===== config.mk =====
export PLATFORM = sky130hd
export DESIGN_NAME = mlrb_fifo
export DESIGN_NICKNAME = d
export VERILOG_FILES = /design/src/mlrb_fifo.sv
export SDC_FILE = /design/constraint.sdc
export NUM_CORES = 1
export LEC_CHECK = 0
export BUFFER_PORTS_ARGS = -buffer_cell sky130_fd_sc_hd__buf_2
export CAP_MARGIN = 10
export CORE_AREA = 2 2 39 41
export CTS_BUF_LIST = sky130_fd_sc_hd__clkbuf_2 sky130_fd_sc_hd__clkbuf_4 sky130_fd_sc_hd__clkbuf_8
export DETAILED_ROUTE_END_ITERATION = 7
export DIE_AREA = 0 0 41 43
export GPL_TIMING_DRIVEN = 0
export SLEW_MARGIN = 20
export SYNTH_ARGS = -nofsm -noshare
export SYNTH_HDL_FRONTEND = slang
export SYNTH_SLANG_ARGS = --single-unit
export TNS_END_PERCENT = 20

===== constraint.sdc =====
create_clock -name clock -period 1.8 [get_ports clock]
set_input_delay 0.09 -clock clock [delete_from_list [all_inputs] [get_ports clock]]
set_output_delay 0.09 -clock clock [all_outputs]
set_load 0.1 [all_outputs]

===== src/mlrb_fifo.sv =====
`default_nettype none

module mlrb_fifo #(
   parameter type item_type = logic,
   parameter int  DEPTH     = 2
) (
   input  wire logic     clock,
   input  wire logic     reset,
   input  wire logic     push,
   output logic          full,
   input  wire item_type push_data,
   input  wire logic     pop,
   output logic          empty,
   output item_type      pop_data
);

   localparam int PW = (DEPTH > 1) ? $clog2(DEPTH) : 1;
   localparam int NW = $clog2(DEPTH + 1);

   item_type        store_ff [DEPTH];
   logic [PW-1:0]   wr_ptr_ff, wr_ptr_in;
   logic [PW-1:0]   rd_ptr_ff, rd_ptr_in;
   logic [NW-1:0]   count_ff, count_in;
   logic            do_push;
   logic            do_pop;

   assign full     = (32'(count_ff) == DEPTH);
   assign empty    = (count_ff == '0);
   assign do_push  = push & ~full;
   assign do_pop   = pop & ~empty;
   assign pop_data = store_ff[rd_ptr_ff];

   always_comb begin
      wr_ptr_in = wr_ptr_ff;
      rd_ptr_in = rd_ptr_ff;
      count_in  = count_ff;
      if (do_push) begin
         wr_ptr_in = (32'(wr_ptr_ff) == DEPTH - 1) ? '0 : wr_ptr_ff + 1'b1;
      end
      if (do_pop) begin
         rd_ptr_in = (32'(rd_ptr_ff) == DEPTH - 1) ? '0 : rd_ptr_ff + 1'b1;
      end
      if (do_push && !do_pop) begin
         count_in = count_ff + 1'b1;
      end else if (do_pop && !do_push) begin
         count_in = count_ff - 1'b1;
      end
   end

   always_ff @(posedge clock) begin
      if (reset) begin
         wr_ptr_ff <= '0;
         rd_ptr_ff <= '0;
         count_ff  <= '0;
      end else begin
         wr_ptr_ff <= wr_ptr_in;
         rd_ptr_ff <= rd_ptr_in;
         count_ff  <= count_in;
      end
   end

   always_ff @(posedge clock) begin
      if (do_push) begin
         store_ff[wr_ptr_ff] <= push_data;
      end
   end

endmodule

`default_nettype wire


==> impl_metrics.toml <==
[clocking]
clk_pin_slew_ns = 0.05
tritoncts = "built"
cts_resized = 0
hold_buffers = 0
cts_setup_buffers = 0
cts_max_level = 1
worstSkewPairLatency_ns = 0.25
cts_buffer_depth = 2
numCtsBuffers = 3
cts_sinks = 7
cts_root_buf = "clkbuf_4"

[worst_hold_path]
hold_path_depth = 1
hp-start = "push_data"
min_to = "store_ff[1]"
min_path_type = "primary input to register"

[synthesis]
synthXorXnorAreaFrac_pct = 9.091
netlist_area_sq_um = 289.0
synth_edf_count = 2
yosys_warnings = 0
yosysSeqAreaShare_pct = 55.41
netlist-cell-type-count = 12
syn_inst = 28
synth_mux_area_share_pct = 3.896
ys.flop_type = "dfxtp_1"
netlist.area_leader.share_pct = 34.63
synth_fp_nets = 34
synthArstFlopShare_pct = 0
synth_largest_area_cell = "dfxtp_1"
synth_common_cells = "5 x dfxtp_1, 5 x nor2_1, 3 x o21ai_0, 3 x xor2_1"
avgSynthCellArea_sq_um = 10.32
synthTopCellsByArea = "dfxtp_1 35%, edfxtp_1 21%, xor2_1 9.1%"
synth-compound-area-share_pct = 8.658
synth-seq-cells = 7
synth_simple_gate_area_share_pct = 16.02
synth_top_family_by_area = "simple AND/OR/NAND/NOR gates"
yosys.area_share.adder_pct = 4.329

[sta]
max_slew.worst_pin.slew_ns = 0.4839
finalCritPeriodShare_pct = 86.54
finalClockSkew_ns = 0.001794
rsz0062_at_grt = "no"
hold_slack_ns = 0.03473
slew_viol_final = 0
maxClockFrequency_mhz = 642.0
setup_violations = 0
relSlewSlack_pct = 67.96
period_needed_ns = 1.558
hold_viol_final = 0

[floorplanning]
fp.dieH_um = 43
rows = 14
start_util_pct = 20.89
die_area_sq_um = 1763
die_w_um = 41
coreArea_sq_um = 1384
boundaryPins = 8

[worst_setup_path]
path_buf_inv = 0
critPathArrivalTime_ns = 1.73
crit-reg2reg-capture = "count_ff[1]"
reg2reg_depth = 4
cp_slowest_cell = "dfxtp_1"
crit_fanout = 5
reg2reg_from = "count_ff[0]"
path_class = "register to register"
r2r_slack_ns = 0.24
max_stage_delay_ns = 0.45
critical_path.startpoint_type = "register"
end_kind = "register"
crit_chain = "o21ai_0 > ha_1 > or3_1 > a21oi_1"
required_ns = 1.97
cp_top_family = "flip-flops"

[drt]
avgViaCountPerCell = 4.018
via_count = 221
post_drt_wl_per_cell_um = 8.091
wl_um = 445
drt_iter0_drc = 7
drtPass1Iterations = 2
detail-route-antenna-nets = 0
remaining_drc_errors = 0

[place]
portBuffers = 7
gp_congestion = 0.6651
dp_hpwl_um = 336.5

[global_routing]
grt_use_met3_pct = 6.283
grt_max_degree = 6
grt-ovfl-total = 0
use_met1_pct = 6.230
antenna_found_initial = 0
grt_busiest_layer = "met2"
grt_util_met2_pct = 7.187
grt_pass1_wl_um = 621
grt_usage_pct = 5.758
grt_pass1_vias = 164

[cells_and_area]
fin_nets = 46
drive_gt1_share_pct = 33.33
diodes = 0
area_growth_syn_to_layout_pct = 31.17
finish.utilization_pct = 27.40

[run_status]
outcome = "completed"

[run]
drv_cap = 0
## layout make-up
cell class / instances / area (sq um)
clock buffers: 4 / 30.03
fillers: 145 / 1005
inverters: 2 / 7.507
multi-input cells: 19 / 126.4
flip-flops and latches: 7 / 160.2
well taps: 16 / 20.02
repair buffers: 7 / 35.03
## worst max path at each step
stage | from | to | cells past startpoint
floorplan | count_ff[1] | count_ff[1] | 5
CTS | count_ff[0] | count_ff[1] | 4
global placement | count_ff[0] | count_ff[1] | 4
finish | count_ff[0] | count_ff[1] | 4
global route | count_ff[0] | count_ff[1] | 4
detailed placement | count_ff[0] | count_ff[1] | 4
## cell usage in the layout (no fill, tap or decap)
cell type and count:
buf_2 7, nor2_1 5, dfxtp_1 5, clkbuf_4 4, o21ai_0 3, xor2_1 3, inv_1 2, or3_1 2
a21oi_1 2, edfxtp_1 2, nor2b_4 1, mux2_2 1, and2_1 1, ha_1 1
## metrics by stage
step,std cells,setup TNS [ns],worst slack (ns),instance area [sq um]
after floorplan,28,-0.07023,-0.07023,294.0
after CTS,55,0,0.2407,379.1
after global routing,55,0,0.1851,379.1
after global placement,51,0,0.2731,349.1
after detailed placement,51,0,0.2390,349.1
final,55,0,0.2423,379.1
## logic make-up (layout without fill, tap and decap cells)
family	after synthesis	in the layout
simple gates	9	9
flops	7	7
compound gates	5	5
xor+xnor	3	3
buf+inv	2	13
fa+ha+maj	1	1
mux	1	1
## per-layer routing
metal / wire (um) / vias to the layer above
li1: - / 120
met4: 0 / 0
met5: 0 / -
met1: 227 / 94
met3: 33 / 0
met2: 183 / 7
Power is left out: the tool's default activity adds up to more than one toggle a clock period on the data nets, which glitch-free logic cannot reach.
