### config.mk
export PLATFORM = sky130hd
export DESIGN_NAME = mlrb_front
export DESIGN_NICKNAME = d
export VERILOG_FILES = /design/src/mlrb_pkg.sv /design/src/mlrb_front.sv
export SDC_FILE = /design/constraint.sdc
export NUM_CORES = 1
export LEC_CHECK = 0
export BUFFER_PORTS_ARGS = -buffer_cell sky130_fd_sc_hd__buf_2
export CORE_MARGIN = 10
export CORE_UTILIZATION = 63
export CTS_BUF_LIST = sky130_fd_sc_hd__clkbuf_16
export DETAILED_ROUTE_END_ITERATION = 6
export PLACE_DENSITY_LB_ADDON = 0.05
export SLEW_MARGIN = 40
export SYNTH_ARGS = -nofsm -noshare
export SYNTH_HDL_FRONTEND = slang
export SYNTH_SLANG_ARGS = --single-unit
### constraint.sdc
create_clock -name clock -period 8.73 [get_ports clock]
set_input_delay 0.873 -clock clock [delete_from_list [all_inputs] [get_ports clock]]
set_output_delay 0.873 -clock clock [all_outputs]
set_load 0.02 [all_outputs]
### src/mlrb_pkg.sv
`default_nettype none

package mlrb_pkg;

   localparam int unsigned CSR_INDEX_W  = 3;
   localparam int unsigned CSR_DATA_W   = 24;
   localparam int unsigned LINE_WIDTH_W = 13;
   localparam int unsigned FIELD_W      = 5;
   localparam int unsigned GAIN_W       = 24;
   localparam int unsigned SAMPLE_W     = 16;
   localparam int unsigned PIXEL_W      = 8;
   localparam int unsigned COLUMN_W     = 12;
   localparam int unsigned AREA_W       = 2 * FIELD_W;

   localparam logic [LINE_WIDTH_W-1:0] LINE_WIDTH_RESET   = 13'd4096;
   localparam logic [FIELD_W-1:0]      LOOK_LINES_RESET   = 5'd4;
   localparam logic [FIELD_W-1:0]      STEP_LINES_RESET   = 5'd4;
   localparam logic [FIELD_W-1:0]      STEP_SAMPLES_RESET = 5'd4;
   localparam logic [FIELD_W-1:0]      LOOK_SAMPLES_RESET = 5'd4;
   localparam logic [GAIN_W-1:0]       GAIN_RESET         = 24'd65536;

   localparam logic [FIELD_W-1:0] LINES_SINCE_MAX = 5'd31;

   localparam logic [63:0] Q_MAX         = 64'h3FFF_FFFF_FFFF_FFFF;
   localparam logic [63:0] SQRT_BIT_INIT = 64'h4000_0000_0000_0000;
   localparam logic [56:0] ROUND_HALF    = 57'h80_0000;
   localparam int unsigned SCALE_SHIFT   = 24;
   localparam int unsigned FRAC_BITS     = 16;

   localparam int unsigned JOB_ACC_W = 56;
   localparam int unsigned JOB_COL_W = 16;
   localparam int unsigned JOB_ROW_W = 6;

   typedef enum logic [CSR_INDEX_W-1:0] {
      CSR_LINE_WIDTH   = 3'd0,
      CSR_LOOK_LINES   = 3'd1,
      CSR_STEP_LINES   = 3'd2,
      CSR_STEP_SAMPLES = 3'd3,
      CSR_LOOK_SAMPLES = 3'd4,
      CSR_GAIN         = 3'd5
   } csr_index_type;

   typedef enum logic [3:0] {
      BK_IDLE,
      BK_WRITE,
      BK_READ,
      BK_ADD,
      BK_PREP,
      BK_DIV,
      BK_SQRT,
      BK_MUL,
      BK_OUT
   } bk_state_type;

   typedef struct packed {
      logic                command;
      logic [SAMPLE_W-1:0] sample;
   } req_type;

   typedef struct packed {
      logic [PIXEL_W-1:0]  pixel;
      logic [COLUMN_W-1:0] out_column;
      logic                end_of_row;
      logic                drain_done;
   } rsp_type;

   typedef struct packed {
      logic [LINE_WIDTH_W-1:0] line_width;
      logic [FIELD_W-1:0]      look_lines;
      logic [FIELD_W-1:0]      step_lines;
      logic [FIELD_W-1:0]      step_samples;
      logic [FIELD_W-1:0]      look_samples;
      logic [GAIN_W-1:0]       gain;
   } cfg_type;

   typedef struct packed {
      logic                 write;
      logic                 emit;
      logic [JOB_ACC_W-1:0] acc;
      logic [JOB_COL_W-1:0] col;
      logic [JOB_ROW_W-1:0] head;
      logic [FIELD_W-1:0]   rows;
      logic                 eol;
      logic                 done;
   } job_type;

endpackage

`default_nettype wire

### src/mlrb_front.sv
`default_nettype none

module mlrb_front #(
   parameter int MAX_WIDTH   = 4096,
   parameter int LOOK_MAX    = 16,
   parameter int GROUP_MAX   = 16,
   parameter int SAMPLE_BITS = 16
) (
   input  wire logic              clock,
   input  wire logic              reset,
   input  wire mlrb_pkg::cfg_type cfg,
   input  wire logic              cfg_write,
   input  wire logic              req_push,
   output logic                   req_full,
   input  wire mlrb_pkg::req_type req_data,
   output logic                   job_push,
   input  wire logic              job_full,
   output mlrb_pkg::job_type      job_data
);

   localparam int SB   = (SAMPLE_BITS < mlrb_pkg::SAMPLE_W) ? SAMPLE_BITS : mlrb_pkg::SAMPLE_W;
   localparam int CW   = $clog2(MAX_WIDTH + 1);
   localparam int GW   = $clog2(MAX_WIDTH);
   localparam int FW   = $clog2(GROUP_MAX + 1);
   localparam int LW   = (LOOK_MAX > 1) ? $clog2(LOOK_MAX) : 1;
   localparam int AW   = 2 * SB + FW;
   localparam int KW   = mlrb_pkg::FIELD_W;
   localparam int DCW  = $clog2(CW + 1);

   logic [AW-1:0]  acc_ff, acc_in;
   logic [CW-1:0]  sc_ff, sc_in;
   logic [GW-1:0]  gq_ff, gq_in;
   logic [FW-1:0]  gr_ff, gr_in;
   logic [FW-1:0]  fill_ff, fill_in;
   logic [LW-1:0]  head_ff, head_in;
   logic [KW-1:0]  lb_ff, lb_in;
   logic [KW-1:0]  lso_ff, lso_in;
   logic [GW-1:0]  dcol_ff, dcol_in;
   logic [KW-1:0]  dwl_ff, dwl_in;
   logic           resync_ff, resync_in;
   logic           div_busy_ff, div_busy_in;
   logic [DCW-1:0] div_cnt_ff, div_cnt_in;
   logic [CW-1:0]  div_num_ff, div_num_in;
   logic [FW-1:0]  div_rem_ff, div_rem_in;
   logic [CW-1:0]  div_quo_ff, div_quo_in;

   logic            accept;
   logic [SB-1:0]   x;
   logic [2*SB-1:0] sq;
   logic [AW-1:0]   acc_add;
   logic [FW-1:0]   fill_add;
   logic [CW-1:0]   sc_add;
   logic [FW-1:0]   gr_add;
   logic            eol;
   logic            close;
   logic            gwrap;
   logic            emit_line;
   logic [LW-1:0]   head_next;
   logic [31:0]     lso_look;
   logic [31:0]     w_raw;
   logic [KW-1:0]   drain_w;
   logic [KW-1:0]   dwl_cur;
   logic [GW-1:0]   dcol_cur;
   logic            drain_last;
   logic [KW-1:0]   dwl_after;
   logic            drain_done;
   logic [FW:0]     div_trial;
   logic            div_ge;
   logic [FW-1:0]   div_rem_next;
   logic            do_clear;

   assign req_full = job_full | div_busy_ff | resync_ff;
   assign accept   = req_push & ~req_full;

   assign x        = req_data.sample[SB-1:0];
   assign sq       = (2 * SB)'(x) * (2 * SB)'(x);
   assign acc_add  = acc_ff + AW'(sq);
   assign fill_add = fill_ff + 1'b1;
   assign sc_add   = sc_ff + 1'b1;
   assign gr_add   = gr_ff + 1'b1;
   assign eol      = 32'(sc_add) >= 32'(cfg.line_width);
   assign close    = (32'(fill_add) >= 32'(cfg.step_samples)) || eol;
   assign gwrap    = 32'(gr_add) >= 32'(cfg.step_samples);

   assign emit_line = (32'(lb_ff) + 32'd1 == 32'(cfg.look_lines)) ||
                      ((lb_ff >= cfg.look_lines) &&
                       (32'(lso_ff) + 32'd1 >= 32'(cfg.step_lines)));

   assign head_next = (32'(head_ff) == LOOK_MAX - 1) ? '0 : head_ff + 1'b1;

   always_comb begin
      lso_look = 32'(lso_ff) + 32'(cfg.look_lines);
      if (lb_ff < cfg.look_lines) begin
         w_raw = 32'(lb_ff);
      end else if (lso_look > 32'(cfg.step_lines)) begin
         w_raw = lso_look - 32'(cfg.step_lines);
      end else begin
         w_raw = 32'd0;
      end
      drain_w = (w_raw > 32'(lb_ff)) ? lb_ff : KW'(w_raw);
   end

   assign dwl_cur    = (dwl_ff == '0) ? drain_w : dwl_ff;
   assign dcol_cur   = (dwl_ff == '0) ? '0 : dcol_ff;
   assign drain_last = (32'(dcol_cur) + 32'd1) * 32'(cfg.step_samples) >=
                       32'(cfg.line_width);
   assign dwl_after  = (dwl_cur > cfg.step_lines) ? dwl_cur - cfg.step_lines : '0;
   assign drain_done = drain_last && (dwl_after == '0);

   assign div_trial    = {div_rem_ff, div_num_ff[CW-1]};
   assign div_ge       = 32'(div_trial) >= 32'(cfg.step_samples);
   assign div_rem_next = div_ge ? FW'(32'(div_trial) - 32'(cfg.step_samples))
                                : div_trial[FW-1:0];

   always_comb begin
      acc_in      = acc_ff;
      sc_in       = sc_ff;
      gq_in       = gq_ff;
      gr_in       = gr_ff;
      fill_in     = fill_ff;
      head_in     = head_ff;
      lb_in       = lb_ff;
      lso_in      = lso_ff;
      dcol_in     = dcol_ff;
      dwl_in      = dwl_ff;
      resync_in   = resync_ff;
      div_busy_in = div_busy_ff;
      div_cnt_in  = div_cnt_ff;
      div_num_in  = div_num_ff;
      div_rem_in  = div_rem_ff;
      div_quo_in  = div_quo_ff;
      job_push    = 1'b0;
      job_data    = '0;
      do_clear    = 1'b0;

      // The group position is rebuilt from the sample column after any register write.
      if (cfg_write) begin
         resync_in   = 1'b1;
         div_busy_in = 1'b0;
      end else if (resync_ff) begin
         resync_in   = 1'b0;
         div_busy_in = 1'b1;
         div_cnt_in  = '0;
         div_num_in  = sc_ff;
         div_rem_in  = '0;
         div_quo_in  = '0;
      end else if (div_busy_ff) begin
         div_num_in = div_num_ff << 1;
         div_rem_in = div_rem_next;
         div_quo_in = {div_quo_ff[CW-2:0], div_ge};
         div_cnt_in = div_cnt_ff + 1'b1;
         if (32'(div_cnt_ff) == CW - 1) begin
            div_busy_in = 1'b0;
            gq_in       = GW'({div_quo_ff[CW-2:0], div_ge});
            gr_in       = div_rem_next;
         end
      end

      if (accept) begin
         if (req_data.command) begin
            if ((dwl_ff == '0) && (drain_w == '0)) begin
               do_clear = 1'b1;
            end else begin
               job_push       = 1'b1;
               job_data.write = 1'b0;
               job_data.emit  = 1'b1;
               job_data.col   = mlrb_pkg::JOB_COL_W'(dcol_cur);
               job_data.head  = mlrb_pkg::JOB_ROW_W'(head_ff);
               job_data.rows  = dwl_cur;
               job_data.eol   = drain_last;
               job_data.done  = drain_done;
               if (dwl_ff == '0) begin
                  acc_in  = '0;
                  sc_in   = '0;
                  gq_in   = '0;
                  gr_in   = '0;
                  fill_in = '0;
               end
               if (drain_last) begin
                  dcol_in = '0;
                  dwl_in  = dwl_after;
                  do_clear = drain_done;
               end else begin
                  dcol_in = dcol_cur + 1'b1;
                  dwl_in  = dwl_cur;
               end
            end
         end else if (dwl_ff == '0) begin
            acc_in  = acc_add;
            fill_in = fill_add;
            sc_in   = sc_add;
            if (gwrap) begin
               gq_in = gq_ff + 1'b1;
               gr_in = '0;
            end else begin
               gr_in = gr_add;
            end
            if (close) begin
               job_push       = 1'b1;
               job_data.write = 1'b1;
               job_data.emit  = emit_line;
               job_data.acc   = mlrb_pkg::JOB_ACC_W'(acc_add);
               job_data.col   = mlrb_pkg::JOB_COL_W'(gq_ff);
               job_data.head  = mlrb_pkg::JOB_ROW_W'(head_ff);
               job_data.rows  = cfg.look_lines - 1'b1;
               job_data.eol   = eol;
               job_data.done  = 1'b0;
               acc_in  = '0;
               fill_in = '0;
            end
            if (eol) begin
               sc_in   = '0;
               gq_in   = '0;
               gr_in   = '0;
               fill_in = '0;
               acc_in  = '0;
               if (emit_line) begin
                  lso_in = '0;
               end else if (lso_ff < mlrb_pkg::LINES_SINCE_MAX) begin
                  lso_in = lso_ff + 1'b1;
               end
               lb_in   = (lb_ff < cfg.look_lines) ? lb_ff + 1'b1 : cfg.look_lines;
               head_in = head_next;
            end
         end
      end

      if (do_clear) begin
         acc_in  = '0;
         sc_in   = '0;
         gq_in   = '0;
         gr_in   = '0;
         fill_in = '0;
         head_in = '0;
         lb_in   = '0;
         lso_in  = '0;
         dcol_in = '0;
         dwl_in  = '0;
      end
   end

   always_ff @(posedge clock) begin
      if (reset) begin
         acc_ff      <= '0;
         sc_ff       <= '0;
         gq_ff       <= '0;
         gr_ff       <= '0;
         fill_ff     <= '0;
         head_ff     <= '0;
         lb_ff       <= '0;
         lso_ff      <= '0;
         dcol_ff     <= '0;
         dwl_ff      <= '0;
         resync_ff   <= 1'b0;
         div_busy_ff <= 1'b0;
         div_cnt_ff  <= '0;
      end else begin
         acc_ff      <= acc_in;
         sc_ff       <= sc_in;
         gq_ff       <= gq_in;
         gr_ff       <= gr_in;
         fill_ff     <= fill_in;
         head_ff     <= head_in;
         lb_ff       <= lb_in;
         lso_ff      <= lso_in;
         dcol_ff     <= dcol_in;
         dwl_ff      <= dwl_in;
         resync_ff   <= resync_in;
         div_busy_ff <= div_busy_in;
         div_cnt_ff  <= div_cnt_in;
      end
   end

   always_ff @(posedge clock) begin
      div_num_ff <= div_num_in;
      div_rem_ff <= div_rem_in;
      div_quo_ff <= div_quo_in;
   end

endmodule

`default_nettype wire

==> results of run 1 <==
cells in the final DEF, fill, tap and decap left out, types with 10 or more instances in the layout:
master,synthesis,final
edfxtp_1,29,29
nor2_1,187,185
nand2_1,171,170
or3_1,10,10
ha_1,214,213
mux2i_1,11,11
a21oi_1,125,124
nand3b_1,11,11
a2bb2oi_1,17,17
conb_1,1,25
nand2b_1,40,40
nand3_1,58,58
mux2_2,26,26
buf_2,15,113
fa_1,232,232
nor2b_1,28,28
a21o_1,36,36
inv_1,359,360
nor3_1,53,52
a22oi_1,22,22
and3_1,32,32
clkbuf_16,0,17
a22o_1,10,10
dfxtp_1,109,109
xnor2_1,51,50
a21boi_0,13,13
o21a_1,11,11
a211oi_1,18,18
buf_4,33,22
xor2_1,48,45
and2_1,84,84
o21ai_0,70,70
per-layer routing:
| metal | up-vias | wire length (um) | GRT usage (%) |
|---|---|---|---|
| met2 | 435 | 24600 | 44.9 |
| met1 | 7930 | 21400 | 32.8 |
| li1 | 7735 | - | - |
| met4 | 0 | 1290 | 8.57 |
| met5 | - | 0 | 0 |
| met3 | 82 | 2400 | 3.99 |
sequential cells by signal (all words and copies together) (netlist names):
signal,count
acc_ff,37
div_num_ff,13
sc_ff,13
dcol_ff,12
gq_ff,12
div_quo_ff,11
div_rem_ff,5
dwl_ff,5
fill_ff,5
gr_ff,5
lb_ff,5
lso_ff,5
div_cnt_ff,4
head_ff,4
div_busy_ff,1
resync_ff,1
final cells by class:
type	instances	share of cell area (%)
Inverter	363	6.43
Tap cell	396	2.34
Clock buffer	17	2.01
Multi-Input combinational cell	1726	70.4
Sequential cell	138	14.4
Clock inverter	15	0.885
Antenna cell	1	0.0118
Timing Repair Buffer	136	3.54
logic make-up (layout without fill, tap and decap cells):
family                   Yosys count  count (layout)  share of synthesized area [%]
AND/OR/NAND/NOR                  707             707                           17.5
buffers and inverters            467             531                           9.73
adder cells (fa/ha/maj)          446             446                           37.1
AO/OA/AOI/OAI                    412             412                           13.7
flip-flops                       138             138                           15.5
XOR/XNOR                          99              99                           4.40
multiplexers                      37              37                           2.04
other                              1              26                         0.0190
through the flow:
step	hold slack [ns]	setup WS, ns
6_report	0.454	0.403
2_1_floorplan	0.432	0.864
4_1_cts	0.455	0.218
3_5_place_dp	0.447	0.397
5_1_grt	0.492	0.00844
3_3_place_gp	0.440	0.420
power groups by stage:
stage	sequential [mW]	combinational [mW]	clock (mW)
2_1_floorplan	0.731	4.03	0
3_3_place_gp	0.738	5.07	0
3_5_place_dp	0.740	5.16	0
4_1_cts	0.726	5.23	0.779
5_1_grt	0.731	5.92	0.810
6_report	0.726	5.26	0.776
final timing paths:
check | slack (ns) | cells after the start | endpoint
setup / recovery | 0.40 | 22 | job_data[62]
hold / removal | 0.45 | 2 | acc_ff[15]
setup reg to reg | 1.03 | 30 | acc_ff[14]
hold reg to reg | 0.45 | 2 | acc_ff[15]
timing repair:
action | CTS | global route
hold buffers | 0 | 0
resized for setup | 0 | 9
setup endpoints to repair | 0 | 3
worst register-to-register path: cells and delay by family, from the launching register on:
kind / cells / cell delay [ns]
compound gates: 8 / 1.85
flops: 1 / 0.35
fa+ha+maj: 6 / 2.44
simple gates: 9 / 1.81
buf+inv: 6 / 0.91
xor+xnor: 1 / 0.27
==> summary.md, run 1 <==
| Metric | Value |
|---|---|
| YS warnings | `0` |
| Setup Buffers After CTS | `0` |
| Status | `completed` |
| Hold Startpoint | `acc_ff[15]` |
| Seq cells post-synth | `138` |
| Top-count cell post-synth | `inv_1` |
| Min-delay worst type | `reg -> reg` |
| Die Wd | `197 um` |
| Full die area | `0.0388 mm^2` |
| Post-route ant nets | `0` |
| Slew HR | `45.2%` |
| R2R Path Start | `dwl_ff[0]` |
| Placed inst area | `0.0205 mm^2` |
| Reg power frac | `10.7%` |
| Post-Synthesis Cells | `2307` |
| Number of flops mapped to enable cells by yosys | `29` |
| Max-slew violations | `0` |
| Seq/Total Area, Yosys | `15.5%` |
| Cell Chain, Critical Path | `buf_2, nand2_1, fa_1, inv_1, fa_1, inv_1, fa_1, inv_1, fa_1, inv_1, fa_1, inv_1, fa_1, ha_1, a21oi_1, o21ai_0, a311oi_1, o21ai_0, a21bo_2, a2111oi_0, o211a_1, buf_2` |
| Port Buffer Count | `113` |
| Switch share | `49.4%` |
| Total leakage power | `10.6 nW` |
| GR Overflow Total | `0` |
| Vias in the first global route | `16800` |
| DRT Pass-1 Iters | `5` |
| Multi-input logic area | `0.0149 mm^2` |
| Cell taking the most area after synthesis | `fa_1` |
| Commonest cells post-synth | `inv_1 (359), fa_1 (232), ha_1 (214), nor2_1 (187), nand2_1 (171)` |
| Clk_skew | `0.0128 ns` |
| Vias | `16200` |
| Setup TNS | `0 ns` |
| Worst Setup Path Type | `in -> out` |
| Comb pwr share | `77.8%` |
| RSZ-0062 raised after global routing | `no` |
| DP HPWL | `39.3 mm` |
| Initial Util | `64.1%` |
| Pwr/cell area | `319 mW/mm^2` |
| FILL cells | `2601` |
| Worst setup SP type | `input port` |
| Sink Count | `138` |
| Synth top area cells | `fa_1 (24%), ha_1 (14%), dfxtp_1 (11%), inv_1 (6.8%), edfxtp_1 (4.4%)` |
| Reported net switching power | `3.34 mW` |
| Avg Cell Area, Syn | `8.55 um^2` |
| H-tree levels | `4` |
| Wire length of the first global-routing pass | `83.3 mm` |
| CTS tree | `built` |
| Initial antenna violation count | `1` |
| Internal power | `3.42 mW` |
| CP required | `7.86 ns` |
| Skew-Pair Late Insertion Delay | `0.44 ns` |
| Share of cells above drive strength 1 | `9.48%` |
| Finished Cell Area | `0.0212 mm^2` |
| CTS Buf Count | `17` |
| Drc violations | `0` |
| Routed wire length | `49.7 mm` |
| Setup-failing EPs final | `0` |
| Synth unique cells | `72` |
| Largest net degree at the start of global routing | `79` |
| GRT Util Overall | `26.1%` |
| Least-Margin Pin Slew | `0.816 ns` |
| F_max | `120 MHz` |
| # IOs | `168` |
| Max incr delay on CP | `0.57 ns` |
| CORE AREA | `0.0307 mm^2` |
| CTS max path bufs | `2` |
| Clock power frac | `11.5%` |
| Clock-pin slew of the registers on the worst-case setup and hold paths | `0.07 ns` |
| Hold Vio Cnt, Final | `0` |
| Ys async rst share | `0%` |
| Power Total | `6.76 mW` |
| Final Cycle Share | `95.4%` |
| Cell Count Post-Placement | `2759` |
| CP dominant cell by count | `fa_1` |
| Crit-path max FO | `17` |
| Non-Filler Instances | `2792` |
| Slowest cell on crit path | `a2111oi_0` |
| Post-synth top flop | `dfxtp_1` |
| Bufs and invs on worst path | `7` |
| Core Util, Final | `68.9%` |
| Gp weighted congestion | `0.888` |
| Crit path from | `req_data[9]` |
| Arr. time, crit path | `7.45 ns` |
| Crit. End Element | `output pin` |
| Worst VDD drop | `0.338 mV` |
| Initial drt markers | `1003` |
| Synthesis-to-layout area growth | `7.51%` |
| Mapped cell area | `0.0197 mm^2` |
| Row Count | `64` |
| Kind of cell adding the most delay to the critical path | `adder cells` |
| Die height | `197 um` |
| Register area | `0.00305 mm^2` |
| Min Tclk post-route | `8.33 ns` |
| WL/cell | `17.8 um` |
| Nets | `2907` |
| Vias per cell | `5.80` |
| CTS root buffer | `clkbuf_16` |
| Max-cap viol count | `0` |
| Share of the synthesized area in the top cell type | `23.6%` |
Power figures use the tool's default switching activity.
==> run 2, diff against run 1 <==
--- a/config.mk
+++ b/config.mk
@@ -7,7 +7,7 @@
 export LEC_CHECK = 0
 export BUFFER_PORTS_ARGS = -buffer_cell sky130_fd_sc_hd__buf_2
 export CORE_MARGIN = 10
-export CORE_UTILIZATION = 63
+export CORE_UTILIZATION = 45
 export CTS_BUF_LIST = sky130_fd_sc_hd__clkbuf_16
 export DETAILED_ROUTE_END_ITERATION = 6
 export PLACE_DENSITY_LB_ADDON = 0.05
==> constraint.sdc (replaced) <==
create_clock -name clock -period 10 [get_ports clock]
set_input_delay 1 -clock clock [delete_from_list [all_inputs] [get_ports clock]]
set_output_delay 1 -clock clock [all_outputs]
set_load 0.1 [all_outputs]
==> summary.md, run 2 (synthesis gave the netlist of run 1 again) <==
| Metric | Value |
|---|---|
| Finished Cell Area | `0.0213 mm^2 (+0.58%)` |
| Switch share | `50.6% (+1.2 points)` |
| CP required | `9.00 ns (+1.14 ns)` |
| Arr. time, crit path | `8.45 ns (+1.00 ns)` |
| Initial antenna violation count | `0 (-1)` |
| Port Buffer Count | `113 (unchanged)` |
| Row Count | `76 (+19%)` |
| Least-Margin Pin Slew | `0.840 ns (+0.0238 ns)` |
| Max incr delay on CP | `0.59 ns (+0.02 ns)` |
| CORE AREA | `0.0432 mm^2 (+40%)` |
| Biggest register | `acc_ff` |
| Total leakage power | `10.5 nW (-0.39%)` |
| RSZ-0062 raised after global routing | `no` |
| Sink Count | `138 (unchanged)` |
| Die height | `229 um (+16%)` |
| Status | `completed` |
| Core Util, Final | `49.4% (-20 points)` |
| Placed inst area | `0.0207 mm^2 (+0.95%)` |
| Clock-pin slew of the registers on the worst-case setup and hold paths | `0.07 ns (about the same)` |
| CTS Buf Count | `17 (unchanged)` |
| Full die area | `0.0526 mm^2 (+36%)` |
| WL/cell | `17.5 um (-1.9%)` |
| Reg power frac | `10.6% (about the same)` |
| Pwr/cell area | `280 mW/mm^2 (-12%)` |
| F_max | `106 MHz` |
| Clock power frac | `10.7% (-0.8 points)` |
| Max-slew violations | `0 (unchanged)` |
| Clk_skew | `0.0131 ns (+0.000268 ns)` |
| Worst VDD drop | `0.312 mV (-7.7%)` |
| CTS max path bufs | `2 (unchanged)` |
| Drc violations | `0 (unchanged)` |
| Commonest non-fill, non-tap cells in the layout | `inv_1 (359), fa_1 (232), ha_1 (214)` |
| Crit-path max FO | `16 (-1)` |
| Vias in the first global route | `16500 (-1.9%)` |
| Die Wd | `229 um (+16%)` |
| DP HPWL | `41.6 mm (+5.8%)` |
| Post-cts resize count | `0 (unchanged)` |
| Wire length of the first global-routing pass | `86.4 mm (+3.7%)` |
| Slew HR | `43.5% (-1.7 points)` |
| Initial Util | `45.7% (-18 points)` |
| CTS tree | `built` |
| Min-delay worst type | `reg -> reg` |
| CTS root buffer | `clkbuf_16` |
| Setup-failing EPs final | `0 (unchanged)` |
| Share of cells above drive strength 1 | `9.04% (-0.44 points)` |
| Worst setup SP type | `flip-flop` |
| Slowest cell on crit path | `or4_1` |
| Nets | `2902 (-0.17%)` |
| Largest register FFs | `37 (unchanged)` |
| Initial drt markers | `820 (-18%)` |
| Max-cap viol count | `0 (unchanged)` |
| Final Cycle Share | `94.5%` |
| Comb pwr share | `78.7% (+0.9 points)` |
| Min Tclk post-route | `9.45 ns` |
| Crit. End Element | `output pin` |
| Gp weighted congestion | `0.870 (-2.0%)` |
| Hold buffer count at cts | `0 (unchanged)` |
| Setup TNS | `0 ns (unchanged)` |
| GR Overflow Total | `0 (unchanged)` |
| H-tree levels | `4 (unchanged)` |
| Vias per cell | `5.32 (-8.2%)` |
| Largest net degree at the start of global routing | `95 (+20%)` |
| Commonest non-fill, non-tap cell in the layout | `inv_1` |
| Skew-Pair Late Insertion Delay | `0.45 ns (about the same)` |
| Power Total | `5.96 mW (-12%)` |
| Post-route ant nets | `0 (unchanged)` |
| Routed wire length | `52.0 mm (+4.5%)` |
| # IOs | `168 (unchanged)` |
| Vias | `15800 (-2.1%)` |
| GRT Util Overall | `20.0% (-6.1 points)` |
| Reported net switching power | `3.02 mW (-9.6%)` |
| Setup Buffers After CTS | `0 (unchanged)` |
| Worst Setup Path Type | `reg -> out` |
| Hold Vio Cnt, Final | `0 (unchanged)` |
| Internal power | `2.95 mW (-14%)` |
| DRT Pass-1 Iters | `5 (unchanged)` |
| Synthesis-to-layout area growth | `8.14%` |
| Biggest regs | `acc_ff: 37 flops, div_num_ff: 13 flops, sc_ff: 13 flops` |
| Worst hold margin | `0.455 ns (+0.000625 ns)` |
-- run 2: cell types whose count changed in the layout (fill, tap and decap cells not counted), sizes merged --
cell / change
buf: -5
bufinv: -2
clkinv: +4
inv: -3
clkbuf: +1
-- run 2: layout make-up --
class,instances,area (um^2)
Clock buffer,18,450
Timing Repair Buffer,131,713
Multi-Input combinational cell,1726,14900
Clock inverter,14,133
Fill cell,4350,21900
Inverter,363,1360
Antenna cell,1,2.50
Sequential cell,138,3050
Tap cell,585,732
-- run 2: critical path, delay by kind of cell (launching register included) --
kind | cells | cell delay [ns]
buffers and inverters | 4 | 0.58
and+or+nand+nor | 9 | 2.37
AOI/OAI and AO/OA | 7 | 1.80
xor gates and xnor gates | 1 | 0.39
adders and majority gates | 6 | 2.49
DFF | 1 | 0.35
-- run 2: stage by stage --
step	cells	setup slack [ns]
after floorplan	2331	0.606
after global routing	2975	0.0706
after CTS	2975	0.473
after detailed placement	2943	0.894
after global placement	2943	0.901
final	2976	0.548
-- run 2: power groups by stage --
| stage | registers, mW | logic (mW) | clock network, mW |
|---|---|---|---|
| finish | 0.633 | 4.69 | 0.638 |
| global route | 0.638 | 5.33 | 0.674 |
| CTS | 0.633 | 4.74 | 0.654 |
| detailed placement | 0.645 | 4.69 | 0 |
| global placement | 0.645 | 4.65 | 0 |
| floorplan | 0.638 | 3.58 | 0 |
-- run 2: layer usage --
metal | track usage [%] | part of all wire [%]
met5 | 0 | 0
met4 | 4.90 | 1.7
met1 | 25.8 | 46
met2 | 34.9 | 49
met3 | 2.50 | 3.2
-- run 2: path summary, 6_finish.rpt --
kind	startpoint	to	slack, ns	depth (start not counted)
setup / recovery	dwl_ff[0]	job_data[1]	0.55	27
hold / removal	acc_ff[15]	acc_ff[15]	0.45	2
setup reg to reg	dwl_ff[0]	acc_ff[14]	1.24	29
hold reg to reg	acc_ff[15]	acc_ff[15]	0.45	2
==> run 3, diff against run 2 <==
--- a/config.mk
+++ b/config.mk
@@ -7,7 +7,7 @@
 export LEC_CHECK = 0
 export BUFFER_PORTS_ARGS = -buffer_cell sky130_fd_sc_hd__buf_2
 export CORE_MARGIN = 10
-export CORE_UTILIZATION = 45
+export CORE_UTILIZATION = 40
 export CTS_BUF_LIST = sky130_fd_sc_hd__clkbuf_16
 export DETAILED_ROUTE_END_ITERATION = 6
 export PLACE_DENSITY_LB_ADDON = 0.05
==> summary.md, run 3 (synthesis gave the netlist of run 1 again) <==
| Metric | Value |
|---|---|
| CTS tree | `built` |
| CTS max path bufs | `2 (unchanged)` |
| Initial Util | `40.4% (-5.3 points)` |
| Slew HR | `47.5% (+4.0 points)` |
| Worst VDD drop | `0.256 mV (-18%)` |
| CORE AREA | `0.0488 mm^2 (+13%)` |
| Final Cycle Share | `93.7% (-0.79 points)` |
| Worst r2r dst | `lb_ff[0]` |
| WL/cell | `17.4 um (-0.50%)` |
| R2R Setup Slk | `1.39 ns (+0.15 ns)` |
| Port Buffer Count | `113 (unchanged)` |
| Post-route ant nets | `0 (unchanged)` |
| Total leakage power | `10.5 nW (+0.12%)` |
| Largest register FFs | `37 (unchanged)` |
| Hold buffer count at cts | `0 (unchanged)` |
| Dpl ws | `0.850 ns (-0.0442 ns)` |
| Worst Setup Path Type | `reg -> out` |
| Antenna diodes | `0 (-1)` |
| Routed wire length | `53.1 mm (+2.1%)` |
| Hold Vio Cnt, Final | `0 (unchanged)` |
| # IOs | `168 (unchanged)` |
| Commonest non-fill, non-tap cell in the layout | `inv_1` |
| Setup-failing EPs final | `0 (unchanged)` |
| Skew-Pair Late Insertion Delay | `0.45 ns (about the same)` |
| Crit-path max FO | `11 (-5)` |
| Final WS setup | `0.627 ns (+0.0792 ns)` |
| GRT Util Overall | `18.3% (-1.7 points)` |
| Cell Count Post-Placement | `3022 (+2.7%)` |
| R2r worst-path depth | `29 (unchanged)` |
| Non-Filler Instances | `3055 (+2.7%)` |
| Vias per cell | `5.12 (-3.9%)` |
| Drc violations | `0 (unchanged)` |
| Clk_skew | `0.0156 ns (+0.00251 ns)` |
| Worst setup SP type | `flip-flop` |
| Max-cap viol count | `0 (unchanged)` |
| Worst Hold Path EP | `acc_ff[29]` |
| CP required | `9.00 ns (about the same)` |
| Die Wd | `242 um (+5.5%)` |
| Vias | `15600 (-1.3%)` |
| FILL cells | `5040 (+16%)` |
| Die height | `242 um (+5.5%)` |
| Largest net degree at the start of global routing | `87 (-8.4%)` |
| Full die area | `0.0586 mm^2 (+11%)` |
| Least-Margin Pin Slew | `0.780 ns (-0.0601 ns)` |
| RSZ-0062 raised after global routing | `no` |
| Vias in the first global route | `16600 (+0.47%)` |
| Gp weighted congestion | `0.844 (-3.0%)` |
| Status | `completed` |
| Sink Count | `138 (unchanged)` |
| Initial antenna violation count | `0 (unchanged)` |
| Post-cts resize count | `0 (unchanged)` |
| DP HPWL | `42.6 mm (+2.5%)` |
| Min Tclk post-route | `9.37 ns (-0.0792 ns)` |
| Nets | `2903 (+0.034%)` |
| Initial drt markers | `864 (+5.4%)` |
| CTS Buf Count | `17 (unchanged)` |
| R2R Path Start | `dwl_ff[0]` |
| Pwr/cell area | `280 mW/mm^2 (about the same)` |
| CTS root buffer | `clkbuf_16` |
| Min-delay worst type | `reg -> reg` |
| Commonest non-fill, non-tap cells in the layout | `inv_1 (361), fa_1 (232), ha_1 (214)` |
| Max-slew violations | `0 (unchanged)` |
| Clock-pin slew of the registers on the worst-case setup and hold paths | `0.07 ns (about the same)` |
| Arr. time, crit path | `8.37 ns (-0.08 ns)` |
| Share of cells above drive strength 1 | `8.99% (-0.046 points)` |
| Biggest regs | `acc_ff: 37 flops, div_num_ff: 13 flops, sc_ff: 13 flops` |
| Biggest register | `acc_ff` |
| Setup Buffers After CTS | `0 (unchanged)` |
| Setup TNS | `0 ns (unchanged)` |
| Hold Startpoint | `acc_ff[29]` |
| Wire length of the first global-routing pass | `88.1 mm (+1.9%)` |
| H-tree levels | `4 (unchanged)` |
| GR Overflow Total | `0 (unchanged)` |
| Hold Path Depth | `2 (unchanged)` |
| Register area | `0.00305 mm^2 (unchanged)` |
| Row Count | `81 (+6.6%)` |
| Crit. End Element | `output pin` |
| Multi-input logic area | `0.0149 mm^2 (about the same)` |
| Synthesis-to-layout area growth | `8.67%` |
| DRT Pass-1 Iters | `5 (unchanged)` |
| F_max | `107 MHz (+0.84%)` |
## run 3: worst max-delay path, cell delays in order, from the launching register on
cell	delay (ns)
dfxtp_1	0.35
or4_1	0.60
or2_1	0.42
nand2_1	0.30
inv_1	0.15
ha_1	0.30
xor2_1	0.43
nor2_1	0.11
fa_1	0.51
fa_1	0.55
inv_1	0.06
fa_1	0.54
inv_1	0.04
ha_1	0.33
o21ai_0	0.12
o21ai_0	0.25
nor3b_1	0.32
nor3_1	0.11
xnor2_1	0.14
ha_1	0.30
a21o_1	0.16
nand2_1	0.08
o311ai_0	0.13
a211o_1	0.31
a221oi_1	0.57
and2_1	0.26
o21ai_0	0.11
buf_2	0.35
## run 3: worst max-delay path by stage
stage                      from            to  slack [ns]  cells after the start
floorplan             dwl_ff[0]   job_data[1]        0.61                     30
global placement    req_data[8]  job_data[55]        0.86                     23
detailed placement  req_data[9]  job_data[55]        0.85                     25
CTS                   dwl_ff[0]   job_data[1]        0.44                     27
global route          dwl_ff[0]   job_data[1]        0.05                     27
finish                dwl_ff[0]   job_data[1]        0.63                     27
## run 3: final cells by class
type	instances	share of cell area [%]
Clock buffer	17	1.99
Clock inverter	15	0.718
Inverter	363	6.36
Multi-Input combinational cell	1726	69.4
Sequential cell	138	14.2
Tap cell	664	3.88
Timing Repair Buffer	132	3.38
## run 3: per-layer routing
metal | track usage [%] | routed length, um | vias up | part of all wire, %
li1 | - | - | 7723 | -
met1 | 24.0 | 25100 | 7629 | 47
met2 | 31.7 | 25800 | 232 | 49
met3 | 2.23 | 1460 | 46 | 2.7
met4 | 3.92 | 697 | 0 | 1.3
met5 | 0 | 0 | - | 0
## run 3: report_power, final
part / switching, mW / internal (mW)
Combinational: 2.75 / 1.97
Sequential: 0.0236 / 0.609
Clock: 0.277 / 0.367
## run 3: through the flow
stage | utilization [%] | hold WS (ns) | total power [mW] | instance area [um^2]
global route | 43.9 | 0.477 | 6.64 | 21400
floorplan | - | 0.432 | 4.22 | 19800
global placement | 42.6 | 0.440 | 5.34 | 20800
CTS | 43.8 | 0.456 | 6.06 | 21400
finish | 43.9 | 0.459 | 6.00 | 21400
detailed placement | 42.7 | 0.447 | 5.36 | 20800
